`config.mk`:
```
export PLATFORM = sky130hd
export DESIGN_NAME = lcd_nibble_i2c_writer
export DESIGN_NICKNAME = d
export VERILOG_FILES = /design/src/lnw_pkg.sv /design/src/lcd_nibble_i2c_writer.sv
export SDC_FILE = /design/constraint.sdc
export NUM_CORES = 1
export LEC_CHECK = 0
export BUFFER_PORTS_ARGS = -buffer_cell sky130_fd_sc_hd__buf_2
export CAP_MARGIN = 0
export CORE_AREA = 2 2 115 117
export DETAILED_ROUTE_END_ITERATION = 16
export DIE_AREA = 0 0 117 119
export REMOVE_ABC_BUFFERS = 1
export SLEW_MARGIN = 40
export SYNTH_ARGS = -nofsm -noshare
export SYNTH_HDL_FRONTEND = slang
export SYNTH_SLANG_ARGS = --single-unit
```
`constraint.sdc`:
```
create_clock -name clk -period 4.63 [get_ports clk]
set_clock_uncertainty 0.1 [all_clocks]
set_input_delay 1.1575 -clock clk [delete_from_list [all_inputs] [get_ports clk]]
set_output_delay 1.1575 -clock clk [all_outputs]
set_load 0.01 [all_outputs]
```
`src/lnw_pkg.sv`:
```
package lnw_pkg;

  localparam int unsigned CfgIdxW = 2;
  localparam int unsigned CfgDataW = 16;

  typedef enum logic [CfgIdxW-1:0] {
    REG_DEVICE_ADDRESS = 2'd0,
    REG_GAP_TICKS      = 2'd1,
    REG_BACKLIGHT_ON   = 2'd2
  } cfg_reg_t;

  localparam logic [6:0]  DeviceAddressReset = 7'h27;
  localparam logic [15:0] GapTicksReset = 16'd500;
  localparam logic        BacklightReset = 1'b1;

  localparam logic [2:0] Writes = 3'd6;

  localparam logic [7:0] HighNibbleMask = 8'hf0;
  localparam logic [7:0] BacklightBit = 8'h08;
  localparam logic [7:0] EnableBit = 8'h04;

  typedef enum logic [4:0] {
    PH_IDLE  = 5'd0,
    PH_GAP   = 5'd1,
    PH_S1    = 5'd2,
    PH_S2    = 5'd3,
    PH_BSET  = 5'd4,
    PH_BHIGH = 5'd5,
    PH_BLOW  = 5'd6,
    PH_AREL  = 5'd7,
    PH_AHIGH = 5'd8,
    PH_ALOW  = 5'd9,
    PH_P1    = 5'd10,
    PH_P2    = 5'd11,
    PH_P3    = 5'd12
  } bus_phase_t;

endpackage

```
`src/lcd_nibble_i2c_writer.sv`:
```
// channel  | handshake             | payload
// ---------+-----------------------+------------------------------------------
// input    | in_valid / in_ready   | cmd, data_byte, is_char, sda_in
// result   | out_valid / out_ready | scl_release, sda_release, busy_res,
//          |                       | byte_done, ack_missing, load_refused
// config   | cfg_we (no wait)      | cfg_index, cfg_data
//
// each accepted item updates the sequencer state and loads the result register at
// the same clock edge, so items enter every cycle while in_ready is high.
// the single result register holds each result; in_ready stays high
// while that register is empty or being taken, so a stalled result stalls input.
// rst is synchronous and returns the config registers to their defaults and the
// bus lines to released.
module lcd_nibble_i2c_writer
  import lnw_pkg::*;
(
  input  logic                clk,
  input  logic                rst,
  input  logic                in_valid,
  output logic                in_ready,
  input  logic                cmd,
  input  logic [7:0]          data_byte,
  input  logic                is_char,
  input  logic                sda_in,
  output logic                out_valid,
  input  logic                out_ready,
  output logic                scl_release,
  output logic                sda_release,
  output logic                busy_res,
  output logic                byte_done,
  output logic                ack_missing,
  output logic                load_refused,
  input  logic                cfg_we,
  input  logic [CfgIdxW-1:0]  cfg_index,
  input  logic [CfgDataW-1:0] cfg_data
);

  logic [6:0]  device_address;
  logic [15:0] gap_ticks;
  logic        backlight_on;

  bus_phase_t  bus_phase, bus_phase_next;
  logic [7:0]  latched_byte, latched_byte_next;
  logic        latched_select, latched_select_next;
  logic [2:0]  write_index, write_index_next;
  logic [3:0]  bit_counter, bit_counter_next;
  logic [7:0]  shift_register, shift_register_next;
  logic [15:0] gap_counter, gap_counter_next;
  logic [1:0]  line_levels, line_levels_next;
  logic        ack_flag, ack_flag_next;
  logic        done_next, refused_next;

  logic        in_accept;
  logic        busy;
  logic        tick;
  logic        gap_live;
  logic [15:0] gap_inc;
  logic [2:0]  write_inc;
  logic        finish_now;
  logic [3:0]  bit_inc;
  logic [7:0]  exp_byte;

  assign in_ready  = !out_valid || out_ready;
  assign in_accept = in_valid && in_ready;
  assign busy      = (bus_phase != PH_IDLE);
  assign tick      = in_accept && !cmd && busy;
  assign gap_live  = (gap_counter < gap_ticks);
  assign gap_inc   = gap_counter + 16'd1;
  assign write_inc = write_index + 3'd1;
  assign bit_inc   = bit_counter + 4'd1;

  // expander byte: nibble, select, backlight, enable on the strobe writes
  always_comb begin
    if (write_index < 3'd3) begin
      exp_byte = latched_byte & HighNibbleMask;
    end else begin
      exp_byte = {latched_byte[3:0], 4'h0};
    end
    exp_byte[0] = latched_select;
    if (backlight_on) begin
      exp_byte = exp_byte | BacklightBit;
    end
    if (write_index == 3'd1 || write_index == 3'd4) begin
      exp_byte = exp_byte | EnableBit;
    end
  end

  // end of the whole byte: last gap expired, or stop with a zero final gap
  always_comb begin
    finish_now = 1'b0;
    if (tick) begin
      case (bus_phase)
        PH_GAP: begin
          finish_now = (write_index >= Writes) && (!gap_live || gap_inc >= gap_ticks);
        end
        PH_P3: begin
          finish_now = (write_inc >= Writes) && (gap_ticks == 16'd0);
        end
        default: finish_now = 1'b0;
      endcase
    end
  end

  // next phase
  always_comb begin
    bus_phase_next = bus_phase;
    if (in_accept && cmd && !busy) begin
      bus_phase_next = PH_GAP;
    end else if (finish_now) begin
      bus_phase_next = PH_IDLE;
    end else if (tick) begin
      case (bus_phase)
        PH_GAP:   bus_phase_next = gap_live ? PH_GAP : PH_S2;
        PH_S1:    bus_phase_next = PH_S2;
        PH_S2:    bus_phase_next = PH_BSET;
        PH_BSET:  bus_phase_next = PH_BHIGH;
        PH_BHIGH: bus_phase_next = PH_BLOW;
        PH_BLOW:  bus_phase_next = (bit_inc[2:0] == 3'd0) ? PH_AREL : PH_BSET;
        PH_AREL:  bus_phase_next = PH_AHIGH;
        PH_AHIGH: bus_phase_next = PH_ALOW;
        PH_ALOW:  bus_phase_next = (bit_counter == 4'd8) ? PH_BSET : PH_P1;
        PH_P1:    bus_phase_next = PH_P2;
        PH_P2:    bus_phase_next = PH_P3;
        PH_P3:    bus_phase_next = PH_GAP;
        default:  bus_phase_next = PH_IDLE;
      endcase
    end
  end

  // datapath and result fields
  always_comb begin
    latched_byte_next   = latched_byte;
    latched_select_next = latched_select;
    write_index_next    = write_index;
    bit_counter_next    = bit_counter;
    shift_register_next = shift_register;
    gap_counter_next    = gap_counter;
    line_levels_next    = line_levels;
    ack_flag_next       = ack_flag;
    done_next           = 1'b0;
    refused_next        = 1'b0;
    if (in_accept) begin
      if (cmd) begin
        if (busy) begin
          refused_next = 1'b1;
        end else begin
          latched_byte_next   = data_byte;
          latched_select_next = is_char;
          write_index_next    = 3'd0;
          bit_counter_next    = 4'd0;
          gap_counter_next    = 16'd0;
          ack_flag_next       = 1'b0;
          line_levels_next    = 2'b11;
        end
      end else if (busy) begin
        case (bus_phase)
          PH_GAP: begin
            if (gap_live) begin
              gap_counter_next = gap_inc;
            end else if (write_index < Writes) begin
              // zero remaining gap: start condition on this tick
              line_levels_next = 2'b10;
            end
          end
          PH_S1: line_levels_next = 2'b10;
          PH_S2: begin
            line_levels_next[1] = 1'b0;
            bit_counter_next    = 4'd0;
            shift_register_next = {device_address, 1'b0};
          end
          PH_BSET: begin
            line_levels_next[0] = shift_register[7];
            shift_register_next = {shift_register[6:0], 1'b0};
          end
          PH_BHIGH: line_levels_next[1] = 1'b1;
          PH_BLOW: begin
            line_levels_next[1] = 1'b0;
            bit_counter_next    = bit_inc;
          end
          PH_AREL: line_levels_next[0] = 1'b1;
          PH_AHIGH: begin
            line_levels_next[1] = 1'b1;
            if (sda_in) begin
              ack_flag_next = 1'b1;
            end
          end
          PH_ALOW: begin
            line_levels_next[1] = 1'b0;
            if (bit_counter == 4'd8) begin
              shift_register_next = exp_byte;
            end
          end
          PH_P1: line_levels_next[0] = 1'b0;
          PH_P2: line_levels_next[1] = 1'b1;
          PH_P3: begin
            line_levels_next[0] = 1'b1;
            write_index_next    = write_inc;
            gap_counter_next    = 16'd0;
          end
          default: line_levels_next = 2'b11;
        endcase
        if (finish_now) begin
          write_index_next = 3'd0;
          gap_counter_next = 16'd0;
          line_levels_next = 2'b11;
          done_next        = 1'b1;
        end
      end else begin
        line_levels_next = 2'b11;
      end
    end
  end

  always_ff @(posedge clk) begin
    if (rst) begin
      device_address <= DeviceAddressReset;
      gap_ticks      <= GapTicksReset;
      backlight_on   <= BacklightReset;
    end else if (cfg_we) begin
      case (cfg_index)
        REG_DEVICE_ADDRESS: device_address <= cfg_data[6:0];
        REG_GAP_TICKS:      gap_ticks      <= cfg_data;
        REG_BACKLIGHT_ON:   backlight_on   <= cfg_data[0];
        default: ;
      endcase
    end
  end

  always_ff @(posedge clk) begin
    if (rst) begin
      bus_phase      <= PH_IDLE;
      latched_byte   <= 8'd0;
      latched_select <= 1'b0;
      write_index    <= 3'd0;
      bit_counter    <= 4'd0;
      shift_register <= 8'd0;
      gap_counter    <= 16'd0;
      line_levels    <= 2'b11;
      ack_flag       <= 1'b0;
    end else begin
      bus_phase      <= bus_phase_next;
      latched_byte   <= latched_byte_next;
      latched_select <= latched_select_next;
      write_index    <= write_index_next;
      bit_counter    <= bit_counter_next;
      shift_register <= shift_register_next;
      gap_counter    <= gap_counter_next;
      line_levels    <= line_levels_next;
      ack_flag       <= ack_flag_next;
    end
  end

  // result register: one result per input transaction
  always_ff @(posedge clk) begin
    if (rst) begin
      out_valid <= 1'b0;
    end else if (in_accept) begin
      out_valid <= 1'b1;
    end else if (out_ready) begin
      out_valid <= 1'b0;
    end
  end

  always_ff @(posedge clk) begin
    if (in_accept) begin
      scl_release  <= line_levels_next[1];
      sda_release  <= line_levels_next[0];
      busy_res     <= (bus_phase_next != PH_IDLE);
      byte_done    <= done_next;
      ack_missing  <= ack_flag_next;
      load_refused <= refused_next;
    end
  end

endmodule
```
== Yosys cells after proc, flatten, opt, wreduce, memory -nomap -nowiden ==
Cells that the tools add are included.

* Multiplexer cells: 48
* Reduce and logical (&&, ||, !) cells: 38
* Bitwise operators: 2
* Magnitude comparators: 6
* Equality and inequality tests: 20
* Add/subtract/negate cells: 3

{| class="wikitable"
|+ Operators with widths
! cell !! number
|-
| $mux W16 || 5
|-
| $pmux W4 S12 || 1
|-
| $pmux W16 S2 || 1
|-
| $eq A5 B4 Y1 const B || 5
|-
| $pmux W8 S3 || 1
|-
| $eq A5 B3 Y1 const B || 4
|-
| $mux W4 || 5
|-
| $mux W2 || 9
|-
| $mux W3 || 6
|-
| $add A16 B1 Y16 const B || 1
|-
| $ge A16 B16 Y1 || 1
|-
| $logic_not A16 Y1 || 1
|-
| $lt A16 B16 Y1 || 1
|-
| $mux W8 || 2
|-
| $mux W5 || 3
|-
| $mux W1 || 11
|-
| $eq A5 B2 Y1 const B || 2
|-
| $reduce_and A5 Y1 || 2
|-
| $reduce_bool A5 Y1 || 2
|-
| $reduce_bool A3 Y1 || 3
|-
| $pmux W4 S2 || 1
|-
| $reduce_and A4 Y1 || 2
|-
| $logic_and A1 B1 Y1 || 7
|-
| $ge A3 B3 Y1 const B || 2
|-
| other kinds (28) || 39
|}

* Output and inout bits: 8
* Bits of input ports: 34
* Register bits: 79

== Logic depth before layout (Yosys ltp) ==
* Word-level depth: 10
* Gate-level depth with buffers: 17

== Worst setup path before layout ==
OpenSTA, ideal clock, no wires.

* Path kind: register to register
* Start: reg gap_counter[0]
* End: reg write_index[0]
* Path buffers: 1
* Path slack: 1.081 ns
* Stages on the path, launching flop included: 18
* Arrival time: 3.365 ns
* Clock period less this slack: 3.549 ns
* Cells stage by stage: dfxtp_1 > ha_1 > nand3_2 > or3_4 > nor2_4 > nand3_2 > nor3_1 > xnor2_1 > inv_1 > ha_1 > nand2_1 > nor2_1 > a211o_1 > a211o_1 > o21ai_4 > buf_6 > nand4b_1 > o31ai_2

* Cells in the longest elaborated chain, start to end: 9

{| class="wikitable"
|+ Ends and longest elaborated chain
! item !! line !! text
|-
| start: declaration || lcd_nibble_i2c_writer.sv:48 || <nowiki>logic [15:0] gap_counter, gap_counter_next;</nowiki>
|-
| start signal: assignment || lcd_nibble_i2c_writer.sv:247 || <nowiki>gap_counter <= gap_counter_next;</nowiki>
|-
| $add A16 B1 Y16 / $lt A16 B16 Y1 (equally long branches) || lcd_nibble_i2c_writer.sv:68, lcd_nibble_i2c_writer.sv:67 ||
|-
| $ge A16 B16 Y1 / $logic_not A1 Y1 (equally long branches) || lcd_nibble_i2c_writer.sv:94 || <nowiki>finish_now = (write_index >= Writes) && (!gap_live || gap_inc >= gap_ticks);</nowiki>
|-
| $logic_or A1 B1 Y1 (*) || lcd_nibble_i2c_writer.sv:94 ||
|-
| $logic_and A1 B1 Y1 (*) || lcd_nibble_i2c_writer.sv:94 ||
|-
| $pmux W1 S2 (*) || lcd_nibble_i2c_writer.sv:92 || <nowiki>case (bus_phase)</nowiki>
|-
| $mux W1 (*) || lcd_nibble_i2c_writer.sv:91 || <nowiki>if (tick) begin</nowiki>
|-
| $mux W3 || lcd_nibble_i2c_writer.sv:202 || <nowiki>if (finish_now) begin</nowiki>
|-
| $mux W3 || lcd_nibble_i2c_writer.sv:155 || <nowiki>end else if (busy) begin</nowiki>
|-
| $mux W3 || lcd_nibble_i2c_writer.sv:143 || <nowiki>if (cmd) begin</nowiki>
|-
| end signal: assignment || lcd_nibble_i2c_writer.sv:244 || <nowiki>write_index <= write_index_next;</nowiki>
|-
| end: declaration || lcd_nibble_i2c_writer.sv:45 || <nowiki>logic [2:0] write_index, write_index_next;</nowiki>
|}

Mark *: on every way between the ends. The rest lies on a longest branch, timed or not. The select of a mux whose other input is x is not followed.
A chain may end at the register's enable or synchronous reset.

== Final worst setup path ==
* Start: reg gap_counter[0]
* End: reg gap_counter[14]

* Cells in the longest elaborated chain, start to end: 9

{| class="wikitable"
|+ Ends and longest elaborated chain
! item
|-
| parallel branches: the longest is 9 deep, another holds $add A16 B1 Y16
|}

Parallel ways; which one is timed is not known. The select of a mux whose other input is x is not followed.

==> impl_metrics.yaml <==
floorplan:
  die_area_mm2: 0.01392
  core_area_mm2: 0.01287
  start_util: 0.3883
  die_x_um: 117
  rows: 42
  dieHeight_um: 119
  ios: 42
cells_and_area:
  n_antenna_cell: 0
  area_growth_pct: 12.36
  n_fill_cell: 1276
  drive_gt1_frac: 0.1270
  layout.nets: 711
drt:
  dr.pass1.iters: 6
  ant_nets: 0
  avgRoutedWirePerCell_um: 15.50
  via_per_inst: 5.482
  drcViolationCount: 0
  first_iter_violations: 306
  vias: 4462
  wl_um: 12620
synth:
  synth_compound_area_frac: 0.1874
  synth_adder_area_share: 0.1101
  yosys-top-cells-area: "dfxtp_1, ha_1, nand2_1"
  synth-simple-area-share: 0.2317
  synth-seq-cells: 79
  syn_area_per_cell_um2: 8.223
  synth-async-reset-ratio: 0
  synth_top_area_frac: 0.2923
  synth_mux_area_frac: 0.04805
  syn_area_mm2: 0.005000
  synth_cell_types: 64
  synth_xor_xnor_area_share: 0.03328
  synth_top_family_by_area: "simple AND/OR/NAND/NOR gates"
  synth_seq_area_share: 0.3283
  synthCells: 608
  synth_largest_area_cell: "dfxtp_1"
  synthFlopType: "dfxtp_1"
  ys_warn_count: 0
  synth_edf_count: 6
sta:
  fin_setup_tns_ps: 0
  setup-violations-final: 0
  post-route-min-period_ps: 4085
  worst_pin_slew_ps: 695.3
  slew_viol_final: 0
  period_share: 0.8823
  slew_headroom: 0.5329
  final_hold_viol_count: 0
  rsz0062_at_grt: "false"
  max_freq_mhz: 244.8
  hold_ws_ps: 379.1
setup_path:
  path_cells: "ha_1 -> nand3_2 -> or3_4 -> nor2_4 -> nand3_2 -> nor3_1 -> xnor2_1 -> inv_1 -> ha_1 -> nand2_1 -> nor2_1 -> a211o_1 -> a211o_1 -> o21ai_4 -> nand3_2 -> o32ai_1"
  worstPathMaxFanout: 13
  end_kind: "flop"
  reg2regPathDepth: 16
  regToRegSetupSlack_ps: 550
  cp-endpoint: "gap_counter[14]"
  worst_ep_arrival_time_ps: 4240
  critical_path_class: "flop to flop"
  slowest_stage: "or3_4"
  cp_slowest_stage_delay_ps: 460
  timing.rr.end: "gap_counter[14]"
  path_common_cell: "nand3_2"
  startpoint: "gap_counter[0]"
  r2r_start: "gap_counter[0]"
  critPathLaunchType: "flop"
  cp.required_ps: 4780
clocking:
  clock_path_buffers: 2
  cts_tree: "done"
  clkTransAtPathRegs_ps: 70
  cts_sinks: 79
  cts_buffers: 9
  clk-insertion-delay-late_ps: 350
  htreeDepth: 3
  ctsHoldBuffers: 0
  cts_resized: 0
  clockRootBuffer: "clkbuf_16"
  postCtsSetupBuffers: 0
power:
  seq_power_share: 0.459
  power_switching_uw: 420.3
  power_density_mw_per_mm2: 278.7
  power.share.switching: 0.2685
  leakagePower_uw: 0.002248
  max-vdd-ir-drop_uv: 184.3
  comb_power_share: 0.093
  clock_power_share: 0.448
  p_int_uw: 1145
global_routing:
  overflow: 0
  track_usage: 0.1870
  grt_max_degree: 60
  grt_pass1_vias: 4208
  grt_pass1_wl_um: 20380
  antenna_found_initial: 0
run:
  cap_violations: 0
place:
  gp_congestion: 0.8441
  hpwl_um: 9074
  io_buffers: 41
outcome:
  status: "finished, final reports clean"
worst_hold_path:
  hp-class: "flop to flop"
how the worst min path moves through the flow:
stage	startpoint	endpoint	slack, ps	depth (start not counted)
floorplan	shift_register[0]	shift_register[0]	340	2
global placement	shift_register[0]	shift_register[0]	360	2
finish	gap_ticks[12]	gap_ticks[12]	380	2
global route	gap_ticks[12]	gap_ticks[12]	400	2
detailed placement	device_address[0]	device_address[0]	370	2
CTS	gap_ticks[9]	gap_ticks[9]	380	2
routing by layer:
layer / routed length, um / global-route usage / up-vias / part of all wire
li1: - / - / 2235 / -
met1: 5978 / 0.2520 / 2091 / 0.47
met2: 5726 / 0.2934 / 118 / 0.45
met3: 678 / 0.03766 / 18 / 0.054
met4: 238 / 0.07059 / 0 / 0.019
met5: 0 / 0 / - / 0
power groups by stage:
| stage | logic [uW] | registers [uW] | clock network [uW] |
|---|---|---|---|
| after floorplan | 85.3 | 731 | 0 |
| after global placement | 143 | 733 | 0 |
| after detailed placement | 146 | 734 | 0 |
| after CTS | 147 | 718 | 717 |
| after global routing | 164 | 720 | 738 |
| final | 146 | 718 | 701 |
kinds of logic after synthesis:
group                      Yosys count
and+or+nand+nor                    230
adders and majority gates           44
AOI/OAI and AO/OA                  137
buffers and inverters               75
xor gates and xnor gates            19
DFF                                 79
muxes                               24
cell type report:
type                            count  area, um2  share of cell area
Multi-Input combinational cell    454       3060              0.5448
Inverter                           42      157.7             0.02806
Tap cell                          176      220.2             0.03920
Timing Repair Buffer               47      250.2             0.04454
Sequential cell                    79       1642              0.2922
Clock inverter                      6      48.80            0.008686
Clock buffer                       10      239.0             0.04254
critical path, delay by kind of cell (launching register included):
family | cells | cell delay, ps
and+or+nand+nor | 8 | 1560
AOI/OAI and AO/OA | 4 | 1070
adders and majority gates | 2 | 580
DFF | 1 | 420
xor gates and xnor gates | 1 | 170
buffers and inverters | 1 | 80
synthesized netlist by cell type (3+ instances only):
library cell	n
a2bb2oi_1	3
a21boi_0	3
o211ai_1	8
nand3_2	5
nand2b_1	8
o22ai_1	6
nor2_1	57
nand3b_1	3
a22oi_1	3
buf_1	4
edfxtp_1	6
or3_1	12
xnor2_1	14
and3_1	7
ha_1	44
nand4_1	11
inv_1	41
mux2i_1	24
a211oi_1	6
nor4_1	6
dfxtp_1	73
nor2b_1	4
a221oi_1	5
nor3_1	12
o32ai_1	12
o31ai_1	3
clkbuf_1	17
nand3_1	12
a21oi_1	38
xor2_1	5
o21ai_0	12
a311oi_1	4
nand2_1	75
buf_2	10
o21a_1	5
a31oi_1	15
through the flow:
stage	util	setup WS (ps)	power [uW]	area, um2	cells
CTS	0.4358	554.1	1582	5610	814
finish	0.4363	545.1	1566	5618	814
global route	0.4363	245.6	1622	5618	814
detailed placement	0.4134	588.9	880.0	5323	798
global placement	0.4134	758.3	876.6	5323	798
floorplan	-	884.5	816.4	4852	575
registers in the layout (all words and copies together) (netlist names):
name,count
backlight_on,1
latched_byte,8
ack_missing,1
scl_release,1
byte_done,1
sda_release,1
load_refused,1
busy_res,1
gap_counter,16
shift_register,8
line_levels,2
write_index,3
gap_ticks,16
latched_select,1
device_address,7
ack_flag,1
bus_phase,5
bit_counter,4
out_valid,1
cell usage in the layout (no fill, tap or decap), drive strengths merged, types with 5 or more instances in the layout:
cell and count:
xor2 5, nand2 75, inv 46, nand3 17, ha 44, a221oi 5
a21oi 38, and3 7, o21ai 15, o211ai 8, a31oi 15, nor4 8
clkbuf 10, mux2i 24, or3 13, nand4 11, xnor2 14, o32ai 13
nor3 14, edfxtp 6, o22ai 6, nor2 58, o21a 5, a211oi 7
buf 47, nand2b 8, dfxtp 73
Note: power is estimated with default switching activity, not from simulation.
